[config.mk]
export PLATFORM = sky130hd
export DESIGN_NAME = glyph_row_color_expander_core
export DESIGN_NICKNAME = d
export VERILOG_FILES = /design/src/hw/rtl/grce_pkg.sv /design/src/hw/rtl/grce_regs.sv /design/src/hw/rtl/grce_in_stage.sv /design/src/hw/rtl/grce_out_stage.sv /design/src/hw/rtl/glyph_row_color_expander_core.sv
export SDC_FILE = /design/constraint.sdc
export NUM_CORES = 1
export LEC_CHECK = 0
export BUFFER_PORTS_ARGS = -buffer_cell sky130_fd_sc_hd__buf_4
export CAP_MARGIN = 20
export CORE_MARGIN = 2
export CORE_UTILIZATION = 45
export CTS_BUF_LIST = sky130_fd_sc_hd__clkbuf_4
export DETAILED_ROUTE_END_ITERATION = 16
export PLACE_DENSITY = 0.71
export SLEW_MARGIN = 5
export SYNTH_ARGS = -nofsm -noshare
export SYNTH_HDL_FRONTEND = slang
export SYNTH_SLANG_ARGS = --single-unit
[constraint.sdc]
create_clock -name clk -period 11 [get_ports clk]
set_input_delay 1.1 -clock clk [delete_from_list [all_inputs] [get_ports clk]]
set_output_delay 1.1 -clock clk [all_outputs]
set_load 0.01 [all_outputs]
[src/hw/rtl/grce_pkg.sv]
// glyph row colour expander: shared types, codes and constants
// used by every module of the block; depends on nothing

package grce_pkg;

	localparam int FONT_ROWS       = 16;
	localparam bit SWAP_FONT_BYTES = 1'b0;

	localparam int ADDR_W = 5;

	// pixel formats
	localparam logic [2:0] FMT_1BIT    = 3'd0;
	localparam logic [2:0] FMT_2BIT    = 3'd1;
	localparam logic [2:0] FMT_4BIT    = 3'd2;
	localparam logic [2:0] FMT_RGB332  = 3'd3;
	localparam logic [2:0] FMT_RGB555  = 3'd4;
	localparam logic [2:0] FMT_RGB565  = 3'd5;
	localparam logic [2:0] FMT_RGB888  = 3'd6;
	localparam logic [2:0] FMT_RGBX888 = 3'd7;

	// write sizes
	localparam logic [1:0] SIZE_BYTE = 2'd0;
	localparam logic [1:0] SIZE_HALF = 2'd1;
	localparam logic [1:0] SIZE_WORD = 2'd2;

	// register indexes
	localparam logic [2:0] REG_PIXEL_FORMAT = 3'd0;
	localparam logic [2:0] REG_LINE_STRIDE  = 3'd1;
	localparam logic [2:0] REG_BACK_A       = 3'd2;
	localparam logic [2:0] REG_FORE_A       = 3'd3;
	localparam logic [2:0] REG_BACK_B       = 3'd4;
	localparam logic [2:0] REG_FORE_B       = 3'd5;
	localparam logic [2:0] REG_BACK_C       = 3'd6;
	localparam logic [2:0] REG_FORE_C       = 3'd7;

	localparam logic [2:0]  FMT_RESET = FMT_RGB332;

	typedef struct packed {
		logic [7:0]  glyph_bits;
		logic [3:0]  glyph_line;
		logic [11:0] cell_x;
		logic [11:0] cell_y;
	} row_in_t;

	typedef struct packed {
		logic [26:0] byte_offset;
		logic [31:0] write_data;
		logic [1:0]  write_size;
		logic        last_write;
	} wr_out_t;

	typedef struct packed {
		logic [2:0]  pixel_format;
		logic [13:0] line_stride;
		logic [31:0] back_a;
		logic [31:0] fore_a;
		logic [31:0] back_b;
		logic [31:0] fore_b;
		logic [31:0] back_c;
		logic [31:0] fore_c;
	} cfg_t;

	typedef struct packed {
		logic [7:0]  bits;
		logic [26:0] base;
		logic [2:0]  idx;
		logic        last;
	} write_req_t;

	function automatic logic [2:0] last_idx(input logic [2:0] fmt);
		logic [2:0] r;
		case (fmt)
			FMT_1BIT:    r = 3'd0;
			FMT_2BIT:    r = 3'd1;
			FMT_4BIT:    r = 3'd1;
			FMT_RGB332:  r = 3'd1;
			FMT_RGB555:  r = 3'd3;
			FMT_RGB565:  r = 3'd3;
			FMT_RGB888:  r = 3'd5;
			default:     r = 3'd7;
		endcase
		return r;
	endfunction

endpackage

[src/hw/rtl/grce_regs.sv]
// glyph row colour expander: configuration registers behind the apb port
// depends on grce_pkg

module grce_regs (
	input  logic                        clk,
	input  logic                        arst_n,
	input  logic                        psel,
	input  logic                        penable,
	input  logic                        pwrite,
	input  logic [grce_pkg::ADDR_W-1:0] paddr,
	input  logic [31:0]                 pwdata,
	output logic [31:0]                 prdata,
	output logic                        pready,
	output grce_pkg::cfg_t              cfg
);

	grce_pkg::cfg_t cfg_q;
	logic [2:0]     reg_idx;
	logic           wr_en;

	assign pready  = 1'b1;
	assign reg_idx = paddr[4:2];
	assign wr_en   = psel && penable && pwrite;
	assign cfg     = cfg_q;

	always_ff @(posedge clk or negedge arst_n) begin
		if (!arst_n) begin
			cfg_q.pixel_format <= grce_pkg::FMT_RESET;
			cfg_q.line_stride  <= '0;
			cfg_q.back_a       <= '0;
			cfg_q.fore_a       <= '0;
			cfg_q.back_b       <= '0;
			cfg_q.fore_b       <= '0;
			cfg_q.back_c       <= '0;
			cfg_q.fore_c       <= '0;
		end else if (wr_en) begin
			case (reg_idx)
				grce_pkg::REG_PIXEL_FORMAT: cfg_q.pixel_format <= pwdata[2:0];
				grce_pkg::REG_LINE_STRIDE:  cfg_q.line_stride  <= pwdata[13:0];
				grce_pkg::REG_BACK_A:       cfg_q.back_a       <= pwdata;
				grce_pkg::REG_FORE_A:       cfg_q.fore_a       <= pwdata;
				grce_pkg::REG_BACK_B:       cfg_q.back_b       <= pwdata;
				grce_pkg::REG_FORE_B:       cfg_q.fore_b       <= pwdata;
				grce_pkg::REG_BACK_C:       cfg_q.back_c       <= pwdata;
				grce_pkg::REG_FORE_C:       cfg_q.fore_c       <= pwdata;
				default: ;
			endcase
		end
	end

	always_comb begin
		case (reg_idx)
			grce_pkg::REG_PIXEL_FORMAT: prdata = {29'd0, cfg_q.pixel_format};
			grce_pkg::REG_LINE_STRIDE:  prdata = {18'd0, cfg_q.line_stride};
			grce_pkg::REG_BACK_A:       prdata = cfg_q.back_a;
			grce_pkg::REG_FORE_A:       prdata = cfg_q.fore_a;
			grce_pkg::REG_BACK_B:       prdata = cfg_q.back_b;
			grce_pkg::REG_FORE_B:       prdata = cfg_q.fore_b;
			grce_pkg::REG_BACK_C:       prdata = cfg_q.back_c;
			grce_pkg::REG_FORE_C:       prdata = cfg_q.fore_c;
			default:                    prdata = '0;
		endcase
	end

endmodule

[src/hw/rtl/grce_in_stage.sv]
// glyph row colour expander: input register, row base offset and write index
// depends on grce_pkg

module grce_in_stage (
	input  logic                 clk,
	input  logic                 arst_n,
	input  grce_pkg::cfg_t       cfg,
	input  logic                 item_valid,
	output logic                 item_stall,
	input  grce_pkg::row_in_t    item,
	output logic                 req_valid,
	input  logic                 req_ready,
	output grce_pkg::write_req_t req
);

	logic        valid_s1;
	logic [2:0]  idx_s1;
	logic [7:0]  bits_s1;
	logic [26:0] base_s1;
	logic        line_ok;
	logic        load;
	logic        advance;
	logic        last;
	logic [12:0] row;
	logic [26:0] row_off;
	logic [13:0] x_off;
	logic [26:0] base;

	assign last       = idx_s1 == grce_pkg::last_idx(cfg.pixel_format);
	assign advance    = valid_s1 && req_ready;
	assign item_stall = valid_s1 && !(advance && last);
	assign line_ok    = {2'b00, item.glyph_line} < 6'(grce_pkg::FONT_ROWS);
	assign load       = item_valid && !item_stall && line_ok;

	assign row     = 13'(item.cell_y) + 13'(item.glyph_line);
	assign row_off = 27'(cfg.line_stride) * 27'(row);

	always_comb begin
		case (cfg.pixel_format)
			grce_pkg::FMT_1BIT:   x_off = 14'(item.cell_x[11:3]);
			grce_pkg::FMT_2BIT:   x_off = 14'(item.cell_x[11:2]);
			grce_pkg::FMT_4BIT:   x_off = 14'(item.cell_x[11:1]);
			grce_pkg::FMT_RGB332: x_off = 14'(item.cell_x);
			grce_pkg::FMT_RGB555: x_off = {1'b0, item.cell_x, 1'b0};
			grce_pkg::FMT_RGB565: x_off = {1'b0, item.cell_x, 1'b0};
			grce_pkg::FMT_RGB888: x_off = 14'(item.cell_x) + {1'b0, item.cell_x, 1'b0};
			default:              x_off = {item.cell_x, 2'b00};
		endcase
	end

	assign base = row_off + 27'(x_off);

	always_ff @(posedge clk or negedge arst_n) begin
		if (!arst_n) begin
			valid_s1 <= 1'b0;
			idx_s1   <= '0;
		end else if (load) begin
			valid_s1 <= 1'b1;
			idx_s1   <= '0;
		end else if (advance && last) begin
			valid_s1 <= 1'b0;
			idx_s1   <= '0;
		end else if (advance) begin
			idx_s1   <= idx_s1 + 3'd1;
		end
	end

	always_ff @(posedge clk) begin
		if (load) begin
			bits_s1 <= item.glyph_bits;
			base_s1 <= base;
		end
	end

	assign req_valid = valid_s1;
	assign req.bits  = bits_s1;
	assign req.base  = base_s1;
	assign req.idx   = idx_s1;
	assign req.last  = last;

endmodule

[src/hw/rtl/grce_out_stage.sv]
// glyph row colour expander: colour expansion of one write and result register
// depends on grce_pkg

module grce_out_stage (
	input  logic                 clk,
	input  logic                 arst_n,
	input  grce_pkg::cfg_t       cfg,
	input  logic                 req_valid,
	output logic                 req_ready,
	input  grce_pkg::write_req_t req,
	output logic                 wr_valid,
	input  logic                 wr_stall,
	output grce_pkg::wr_out_t    wr
);

	logic              valid_s2;
	grce_pkg::wr_out_t wr_s2;
	logic              advance;

	logic [3:0]  nib;
	logic [3:0]  nib24;
	logic [7:0]  shl_pair;
	logic [7:0]  shl_one;
	logic [15:0] fm16;
	logic [95:0] m96;
	logic        hi_group;
	logic [1:0]  lane;
	logic [31:0] mask;
	logic [31:0] bg;
	logic [31:0] fg;
	logic [31:0] raw;
	logic [31:0] data;
	logic [1:0]  size;
	logic [26:0] step;

	function automatic logic [31:0] swap_bytes32(input logic [31:0] v);
		return {v[7:0], v[15:8], v[23:16], v[31:24]};
	endfunction

	assign nib      = req.idx[0] ? req.bits[3:0] : req.bits[7:4];
	assign hi_group = req.idx >= 3'd3;
	assign nib24    = hi_group ? req.bits[3:0] : req.bits[7:4];
	assign shl_pair = req.bits << {req.idx[1:0], 1'b0};
	assign shl_one  = req.bits << req.idx;
	assign fm16     = (cfg.pixel_format == grce_pkg::FMT_RGB555) ? 16'h7fff : 16'hffff;
	assign m96      = {{24{nib24[3]}}, {24{nib24[2]}}, {24{nib24[1]}}, {24{nib24[0]}}};

	always_comb begin
		mask = '0;
		lane = 2'd0;
		size = grce_pkg::SIZE_WORD;
		step = {22'd0, req.idx, 2'b00};
		case (cfg.pixel_format)
			grce_pkg::FMT_1BIT: begin
				mask = {24'd0, req.bits};
				size = grce_pkg::SIZE_BYTE;
				step = '0;
			end
			grce_pkg::FMT_2BIT: begin
				for (int j = 0; j < 4; j++) mask[2*j +: 2] = {2{nib[j]}};
				size = grce_pkg::SIZE_BYTE;
				step = 27'(req.idx);
			end
			grce_pkg::FMT_4BIT: begin
				for (int j = 0; j < 4; j++) mask[4*j +: 4] = {4{nib[j]}};
				size = grce_pkg::SIZE_HALF;
				step = {23'd0, req.idx, 1'b0};
			end
			grce_pkg::FMT_RGB332: begin
				for (int j = 0; j < 4; j++) mask[8*j +: 8] = {8{nib[j]}};
			end
			grce_pkg::FMT_RGB555, grce_pkg::FMT_RGB565: begin
				mask = {(shl_pair[7] ? fm16 : 16'h0000), (shl_pair[6] ? fm16 : 16'h0000)};
			end
			grce_pkg::FMT_RGB888: begin
				lane = hi_group ? 2'(req.idx - 3'd3) : req.idx[1:0];
				case (lane)
					2'd0:    mask = m96[95:64];
					2'd1:    mask = m96[63:32];
					default: mask = m96[31:0];
				endcase
			end
			default: begin
				mask = shl_one[7] ? 32'h00ffffff : 32'h00000000;
			end
		endcase
	end

	always_comb begin
		case (lane)
			2'd1: begin
				bg = cfg.back_b;
				fg = cfg.fore_b;
			end
			2'd2: begin
				bg = cfg.back_c;
				fg = cfg.fore_c;
			end
			default: begin
				bg = cfg.back_a;
				fg = cfg.fore_a;
			end
		endcase
	end

	assign raw = (mask & (bg ^ fg)) ^ bg;

	always_comb begin
		case (cfg.pixel_format)
			grce_pkg::FMT_1BIT, grce_pkg::FMT_2BIT: data = {24'd0, raw[7:0]};
			grce_pkg::FMT_4BIT:
				data = grce_pkg::SWAP_FONT_BYTES ? {16'd0, raw[7:0], raw[15:8]}
				                                 : {16'd0, raw[15:0]};
			grce_pkg::FMT_RGB332, grce_pkg::FMT_RGB888:
				data = grce_pkg::SWAP_FONT_BYTES ? swap_bytes32(raw) : raw;
			grce_pkg::FMT_RGB555, grce_pkg::FMT_RGB565:
				data = grce_pkg::SWAP_FONT_BYTES ? {raw[15:0], raw[31:16]} : raw;
			default: data = raw;
		endcase
	end

	assign req_ready = !valid_s2 || !wr_stall;
	assign advance   = req_valid && req_ready;

	always_ff @(posedge clk or negedge arst_n) begin
		if (!arst_n) begin
			valid_s2 <= 1'b0;
		end else if (req_ready) begin
			valid_s2 <= req_valid;
		end
	end

	always_ff @(posedge clk) begin
		if (advance) begin
			wr_s2.byte_offset <= req.base + step;
			wr_s2.write_data  <= data;
			wr_s2.write_size  <= size;
			wr_s2.last_write  <= req.last;
		end
	end

	assign wr_valid = valid_s2;
	assign wr       = wr_s2;

endmodule

[src/hw/rtl/glyph_row_color_expander_core.sv]
// glyph row colour expander: top level joining registers, input stage and
// output stage; depends on grce_pkg, grce_regs, grce_in_stage, grce_out_stage
//
// usage:
//  - item channel (item_valid, item_stall, item) carries one glyph row with
//    its cell position and row number; a transfer takes place when valid is
//    high and stall is low
//  - wr channel (wr_valid, wr_stall, wr) carries the framebuffer writes of
//    each row, left pixels first, last_write set on the final one
//  - a row gives 1, 2, 4, 6 or 8 writes by pixel format, one per cycle while
//    the receiver does not stall; a new row is taken in the cycle its
//    predecessor's last write leaves the input register
//  - the first write of a row is registered in the input register, then in
//    the result register, from which it leaves on the wr channel
//  - a row whose line lies beyond the font is taken and gives no write
//  - while the receiver stalls, the pending write holds and item_stall stays
//    high while the input register holds a row
//  - the apb port writes registers in its access cycle, pready always high;
//    configuration must be written only while no row is in flight (unenforced)
//  - reset clears all registers (pixel format to rgb332) and both stages

module glyph_row_color_expander_core (
	input  logic                        clk,
	input  logic                        arst_n,
	input  logic                        item_valid,
	output logic                        item_stall,
	input  grce_pkg::row_in_t           item,
	output logic                        wr_valid,
	input  logic                        wr_stall,
	output grce_pkg::wr_out_t           wr,
	input  logic                        psel,
	input  logic                        penable,
	input  logic                        pwrite,
	input  logic [grce_pkg::ADDR_W-1:0] paddr,
	input  logic [31:0]                 pwdata,
	output logic [31:0]                 prdata,
	output logic                        pready
);

	grce_pkg::cfg_t       cfg;
	grce_pkg::write_req_t req;
	logic                 req_valid;
	logic                 req_ready;

	grce_regs u_regs (
		.clk     (clk),
		.arst_n  (arst_n),
		.psel    (psel),
		.penable (penable),
		.pwrite  (pwrite),
		.paddr   (paddr),
		.pwdata  (pwdata),
		.prdata  (prdata),
		.pready  (pready),
		.cfg     (cfg)
	);

	grce_in_stage u_in_stage (
		.clk        (clk),
		.arst_n     (arst_n),
		.cfg        (cfg),
		.item_valid (item_valid),
		.item_stall (item_stall),
		.item       (item),
		.req_valid  (req_valid),
		.req_ready  (req_ready),
		.req        (req)
	);

	grce_out_stage u_out_stage (
		.clk       (clk),
		.arst_n    (arst_n),
		.cfg       (cfg),
		.req_valid (req_valid),
		.req_ready (req_ready),
		.req       (req),
		.wr_valid  (wr_valid),
		.wr_stall  (wr_stall),
		.wr        (wr)
	);

	// empty input register never holds off a row
	a_stall_needs_row: assert property (@(posedge clk) disable iff (!arst_n)
		item_stall |-> req_valid)
		else $error("item stalled with empty input register");

	// a write taken with nothing behind it empties the result register
	a_drain: assert property (@(posedge clk) disable iff (!arst_n)
		(wr_valid && !wr_stall && !req_valid) |=> !wr_valid)
		else $error("result register kept a write already transferred");

	// a free result register always draws the pending write
	a_draw: assert property (@(posedge clk) disable iff (!arst_n)
		(req_valid && !wr_valid) |=> wr_valid)
		else $error("pending write not moved into free result register");

endmodule
==> out/summary.md, run 1 <==
The final-report hold violation count is 0, and the fraction of synthesis flops using an asynchronous set or reset pin is 68.81%. The time the worst path needs with I/O delays and setup works out to 7580 ps. Measured in cells, the most critical reg-to-reg path has a length of 18. At the placement stage, the worst setup path has a slack of 2402 ps. The clock tree synthesis step divided the H-tree into 3 levels. During synthesis, Yosys emitted a total of 0 warnings. Of all nets on the critical path, the largest fanout is 14.

The detailed-route via count was 17670. CTS placed an instance of sky130_fd_sc_hd__clkbuf_4 at the clock tree root. The number of gates given a new drive strength after cts was 0. The run gives 0 as the DRC violation count after routing. TritonCTS built the clock tree. Routed wire length: 61.12 mm. Counting flops and latches in the post-synthesis netlist gives 311. In the final layout, flip-flops and latches occupy 8270 µm². The net count of the mapped netlist came out at 2534. Highest-delay cell along the critical path: sky130_fd_sc_hd__fa_1. The worst relative slew slack was 29.02%; the fraction of layout instances using a drive strength above 1 was 24.92%. The overall die height is 229.9 µm, and the distinct cell type count of the synthesized netlist is 73. Data required time of the worst path: 11510 ps. The area of the die was 52840 µm²; the via density per instance was 5.688. Global routing consumed, over all layers together, 23.35% of the routing resources. Counting both buffers and inverters, the worst setup path holds a total of 5.

In this run the static leakage power is 11.78 nW. sky130_fd_sc_hd__mux2_2 is the most common cell in the netlist. The number of design-rule violations left by the first detailed-router iteration came out at 1181. For the final worst hold slack, the log shows 268.0 ps.

The flow ran to the end, and the final reports show no timing, DRC or antenna violations. The logs give 50270 µm² for the total core area and 4 for the initial antenna violation count. The tightest min-delay check is of the input port to asynchronous set/reset pin type.

The number of global-route vias before repair was 18250; the deepest clock path buffer count was 3. The worst register-to-register path begins at u_regs.cfg[201]. The number of buffers added by the clock tree synthesis step was 87; the port buffer count was 173.

By instance count, the cell type seen most on the critical path is sky130_fd_sc_hd__fa_1. Setup repair after global routing left no endpoint under its margin. The worst path meets setup with 3420 ps of slack. Each instance of the synthesized netlist takes up on average 10.47 µm². For the count of maximum capacitance violations, the log shows 0. Counting instances in the post-synthesis netlist gives the leading cell types as sky130_fd_sc_hd__mux2_2, sky130_fd_sc_hd__dfrtp_1, sky130_fd_sc_hd__nand2_1.

Among all flip-flop cells after synthesis, the most frequent one is sky130_fd_sc_hd__dfrtp_1. Fill cells in the final layout number 4483. The first global-routing pass estimated 98.37 mm of wire.

After the last flow step, the layout net total stands at 2706. STA classifies the critical path startpoint as an input port. For the achievable clock frequency, the log shows 0.1319 GHz. In this run the critical register-to-register path is captured at u_in_stage.base_s1[26]. The area fraction of the dominant cell type after synthesis is 23.11%. The design draws 7.654 mW.

In this run the remaining antenna-violating nets after routing total 0. For the area after detailed placement, the log shows 24950 µm². The area growth from synthesis to layout is 13.82%.

The pre-antenna-repair detailed-routing pass consisted of 8 iterations. The register clock-pin slew on the reported worst setup and hold paths is 70 ps, and the clock sink total is 311. For the pin with the worst max-slew slack, the measured transition is 1064 ps.

For the number of cell rows, the log shows 82. The worst clock skew is 118.4 ps. The cell taking the most area after synthesis was sky130_fd_sc_hd__dfrtp_1. Area of the multi-input gates: 13590 µm².

After clock tree synthesis, the flow added hold-fix buffers numbering 0. The later pin in the worst-skew pair is clocked with a latency of 870 ps. The maximum cell stage delay along the critical path came out at 540 ps. Adding up every negative setup slack in the final design gives 0 ps.

Detailed placement ended at an HPWL of 42.51 mm. In this run, synthesis inferred 97 flip-flops with an integrated enable. IR analysis of the VDD net gives a maximum drop of 0.3004 mV. The power per unit of standard cell area was 292.9 nW/µm²; the routed wire length per instance was 19.67 µm. The register area share after synthesis is 36.02%. Buffers added to address setup during post-CTS repair amount to 0. The worst setup path is captured at a register. The run gives 0 as the global-route congestion overflow total. The number of max-slew violations in the final report is 0. The mapped netlist covers 22960 µm².

In the post-synthesis netlist, the biggest area contributors are sky130_fd_sc_hd__dfrtp_1, sky130_fd_sc_hd__edfxtp_1, sky130_fd_sc_hd__fa_1. For flop-to-flop paths, the worst setup slack is 4630 ps. The number of primary I/O pins is 177, and the die extent in x is 229.9 µm. The number of setup violations in the final report is 0. For this configuration, the core starts out at a cell density of 45.67%.

The logs give 8090 ps for the data arrival time of the critical path and 82 for the maximum number of pins on one net before global-route repair. Synthesis produced a netlist whose cell count is 2193. The portion of the clock cycle consumed by the worst path in the final layout came out at 68.91%. The congestion estimate from routability-driven global placement came to 0.8855. The total non-filler cell area in the finished layout is 26130 µm².

The critical path in this run is classified as input port to register. Grouping stages by cell kind, the critical path spends the most delay in adder cells.
==> area by class of cell <==
class	count	share of cell area, %
well taps	672	3.218
clock buffers	130	3.735
multi-input cells	1575	52.01
repair buffers	208	6.153
diodes	3	0.02873
flip-flops and latches	311	31.65
clock inverters	26	0.5890
inverters	182	2.614
==> stage by stage <==
stage,std cells,utilization (%)
2_1_floorplan,2193,-
3_3_place_gp,2944,49.57
3_5_place_dp,2945,49.63
4_1_cts,3101,51.88
5_1_grt,3107,51.98
6_report,3107,51.98
==> cells by family (layout without fill, tap and decap cells) <==
kind of cell	Yosys count	after routing	synth area share, %
other	1	4	0.01633
AND/OR/NAND/NOR	528	528	10.81
AO/OA/AOI/OAI	436	436	12.50
XOR/XNOR	70	70	2.670
multiplexers	279	279	13.94
flip-flops	311	311	36.02
buffers and inverters	307	546	5.079
adder cells (fa/ha/maj)	261	261	18.97
==> layout by cell type, fill, tap and decap left out, drive strengths merged, types with 6 or more instances in the layout <==
cell,Yosys,layout
nand3,56,56
mux4,10,10
a22oi,114,114
nor2,102,102
o21ai,118,118
clkinv,3,24
nand2,207,207
a21o,16,16
xor2,16,16
mux2,222,222
a211oi,9,9
dfrtp,212,212
edfxtp,97,97
a31oi,6,6
and3,10,10
nor3,12,12
and2,73,73
nand2b,20,20
buf,21,207
mux2i,47,47
fa,145,145
xnor2,54,54
a22o,12,12
a21oi,83,83
o211ai,7,7
ha,116,116
a221oi,19,19
a221o,7,7
clkbuf,104,131
inv,179,182
nor2b,18,18
o21a,11,11
==> worst max-delay path by stage <==
stage | start | cells past startpoint | slack (ps) | end
finish | item[0] | 28 | 3420 | u_in_stage.base_s1[25]
global route | item[0] | 27 | 3050 | u_in_stage.base_s1[25]
CTS | item[0] | 28 | 3220 | u_in_stage.base_s1[25]
detailed placement | item[0] | 28 | 2400 | u_in_stage.base_s1[25]
global placement | item[0] | 28 | 2470 | u_in_stage.base_s1[25]
floorplan | item[0] | 28 | 3130 | u_in_stage.base_s1[25]
==> state kept, by name, summed over array words and instances, names as in the netlist <==
| name | count |
|---|---|
| u_in_stage.idx_s1 | 3 |
| u_out_stage.wr | 62 |
| u_in_stage.base_s1 | 27 |
| u_regs.cfg | 209 |
| u_out_stage.wr_valid | 1 |
| u_in_stage.req_valid | 1 |
| u_in_stage.bits_s1 | 8 |
==> report_power, final <==
| group | total, mW | switching [mW] | leakage [nW] | internal [mW] |
|---|---|---|---|---|
| clock | 1.08 | 0.510 | 0.670 | 0.567 |
| sequential | 2.00 | 0.279 | 3.67 | 1.72 |
| combinational | 4.58 | 2.56 | 7.45 | 2.01 |
==> per-layer routing <==
| metal | track usage [%] | up-vias | wire length [µm] |
|---|---|---|---|
| li1 | - | 8095 | - |
| met1 | 30.60 | 8759 | 25860 |
| met2 | 37.81 | 698 | 29100 |
| met3 | 5.481 | 117 | 4796 |
| met4 | 8.528 | 4 | 1327 |
| met5 | 0 | - | 31 |
No activity file was read; power rests on OpenSTA's default activity.
==> inputs of run 2 (changes only) <==
Clock period 11 ns to 7.4 ns, I/O delays scaled along.
==> out/summary.md, run 2 (synthesis gave the netlist of run 1 again) <==
The clock sink total was 311 (unchanged). The final-report hold violation count was 0 (unchanged). After layout, the minimum clock period comes to 6987 ps. The run gives 52840 µm² (unchanged) as the area of the die. The non-filler instance count after layout was 3141 (was 3107); the deepest clock path buffer count was 3 (unchanged). The critical path launch point type was an input port (unchanged).

The tools report the standby leakage power as 11.97 nW (was 11.78 nW). TritonCTS built the clock tree. The number of gates given a new drive strength after cts is 0 (unchanged), and the detailed-route via count is 17810 (was 17670). The die extent in x is 229.9 µm (unchanged), and the DRC violation count after routing is 0 (unchanged). Cell repeated most along the worst path: sky130_fd_sc_hd__fa_1 (unchanged). The synthesis-to-layout area growth is 15.05% (was 13.82%), and the fraction of the core area covered by cells at the end of the flow is 52.54% (was 51.98%). The initial antenna violation count was 4 (unchanged); the number of levels the H-tree was split into was 3 (unchanged). The worst-case setup slack after placement is -313.7 ps (was 2402 ps).

The routed wire length was 61.88 mm (was 61.12 mm). The logs give 0 (unchanged) for the number of setup violations in the final report and 87 (was 82) for the maximum number of pins on one net before global-route repair. The via density per instance works out to 5.670 (was 5.688). Commonest cells after routing, fill and taps aside: sky130_fd_sc_hd__buf_4, sky130_fd_sc_hd__mux2_2, sky130_fd_sc_hd__dfrtp_1 (was sky130_fd_sc_hd__mux2_2, sky130_fd_sc_hd__dfrtp_1, sky130_fd_sc_hd__nand2_1). The data required time of the worst path was 7880 ps (was 11510 ps); the total power consumption of the routed design was 11.89 mW (was 7.654 mW). The tools report the wire length of the first global-routing pass as 98.89 mm (was 98.37 mm). For the remaining antenna violation count after routing, the log shows 0 (unchanged). The overall die height works out to 229.9 µm (unchanged).

The count of maximum capacitance violations is 0 (unchanged), and the global-route congestion overflow total is 0 (unchanged). The minimum setup slack in the final design is 413.0 ps (was 3420 ps). The tools report the data arrival time of the critical path as 7460 ps (was 8090 ps). For the final worst hold slack, the log shows 127.8 ps (was 268.0 ps). The tools report the number of global-route vias before repair as 18190 (was 18250). The number of optimization iterations in the first detailed-route pass was 8 (unchanged); the layout net count was 2746 (was 2706). For the number of placed instances with taps included, the log shows 2990 (was 2945). Number of buffers added by the clock tree synthesis step: 82 (was 87). The tools report the worst voltage drop across the vdd grid as 0.6042 mV (was 0.3004 mV). The run finished with clean final reports. Worst hold-check path type: input port to register (was input port to asynchronous set/reset pin).

The run gives 77.43 ps (was 118.4 ps) as the worst clock skew. The starting utilization of the core area was 45.67% (unchanged). The number of flip-flops in the largest register is 209 (unchanged).

Power per unit of standard cell area: 450.2 nW/µm² (was 292.9 nW/µm²). The routed wire length per instance is 19.70 µm (was 19.67 µm). The register clock-pin slew on the reported worst setup and hold paths was 70 ps (about the same). The most frequent standard cell in the layout excluding fill and tap cells was sky130_fd_sc_hd__buf_4 (was sky130_fd_sc_hd__mux2_2).

The placer congestion estimate was 0.9091 (was 0.8855); the worst relative slew slack was 23.63% (was 29.02%). Setup repair after global routing left no endpoint under its margin. The tools report the number of cell rows as 82 (unchanged). The number of primary I/O pins came out at 177 (unchanged).

The tools report the post-CTS setup buffer count as 0 (unchanged). The run gives 43.45 mm (was 42.51 mm) as the estimated wirelength of the detail-placed design. The tools report the library cell used as clock root buffer as sky130_fd_sc_hd__clkbuf_4 (unchanged). The kind of end point of the critical path was a register (unchanged).

Worst setup path category: input port to register (unchanged). The clock latency at the later pin of the worst-skew pair came out at 790 ps (was 870 ps). The run gives 50270 µm² (unchanged) as the total core area. The fraction of layout instances using a drive strength above 1 was 26.01% (was 24.92%). The number of design-rule violations left by the first detailed-router iteration is 1102 (was 1181), and the worst-path maximum fanout is 4 (was 14). Static timing analysis puts the maximum clock frequency at 0.1431 GHz. The number of max-slew violations in the final report was 0 (unchanged). The global-route usage over all layers is 23.53% (was 23.35%).

Maximum cell stage delay along the critical path: 550 ps (was 540 ps). The highest-delay cell along the critical path was sky130_fd_sc_hd__fa_1 (unchanged). The pin slew with the least headroom to its limit was 1139 ps (was 1064 ps); the port buffer count was 173 (unchanged).

The portion of the clock cycle consumed by the worst path in the final layout was 94.42%.
[run 2: path summary, 6_finish.rpt]
check	from	endpoint	slack, ps	cells after the start
worst max-delay path	item[0]	u_in_stage.base_s1[25]	410	27
worst min-delay path	item[32]	u_in_stage.bits_s1[4]	130	1
worst max register to register	u_regs.cfg[202]	u_in_stage.base_s1[25]	1070	18
worst min register to register	u_regs.cfg[138]	u_regs.cfg[138]	530	1
max in group asynchronous	arst_n	u_regs.cfg[195]	5650	3
min in group asynchronous	arst_n	u_regs.cfg[78]	480	2
[run 2: power breakdown]
group	switching (mW)	internal (mW)	leakage [nW]
Combinational	3.92	3.45	7.67
Sequential	0.411	2.56	3.67
Clock	0.734	0.818	0.634
Total	5.06	6.83	12.0
[run 2: repair_timing]
item / in CTS / in global routing
setup endpoints to repair: 0 / 0
endpoints found under the hold margin: 67 / 0
hold buffers: 1 / 0
[run 2: final cells by class]
cell class	count	area [µm²]
Clock buffer	120	900.9
Sequential cell	311	8270
Inverter	182	683.2
Clock inverter	23	163.9
Tap cell	672	840.8
Fill cell	4459	23860
Multi-Input combinational cell	1575	13600
Timing Repair Buffer	253	1939
Antenna cell	5	12.51
[run 2: critical path, delay by kind of cell]
| family | cells | cell delay [ps] |
|---|---|---|
| buffers and inverters | 4 | 230 |
| adders and majority gates | 9 | 3810 |
| xor gates and xnor gates | 2 | 370 |
| AOI/OAI and AO/OA | 7 | 1530 |
| and+or+nand+nor | 5 | 790 |
[run 2: layer usage]
| layer | vias to the layer above | global-route usage (%) | routed length (µm) |
|---|---|---|---|
| li1 | 8164 | - | - |
| met1 | 8800 | 31.67 | 26340 |
| met2 | 706 | 38.33 | 29550 |
| met3 | 141 | 3.981 | 4307 |
| met4 | 0 | 8.528 | 1686 |
| met5 | - | 0 | 0 |
[run 2: stage by stage]
| step | area (µm²) | setup TNS (ps) |
|---|---|---|
| global placement | 25270 | -424.8 |
| floorplan | 22970 | 0 |
| detailed placement | 25290 | -705.8 |
| global route | 26410 | 0 |
| finish | 26410 | 0 |
| CTS | 26360 | 0 |
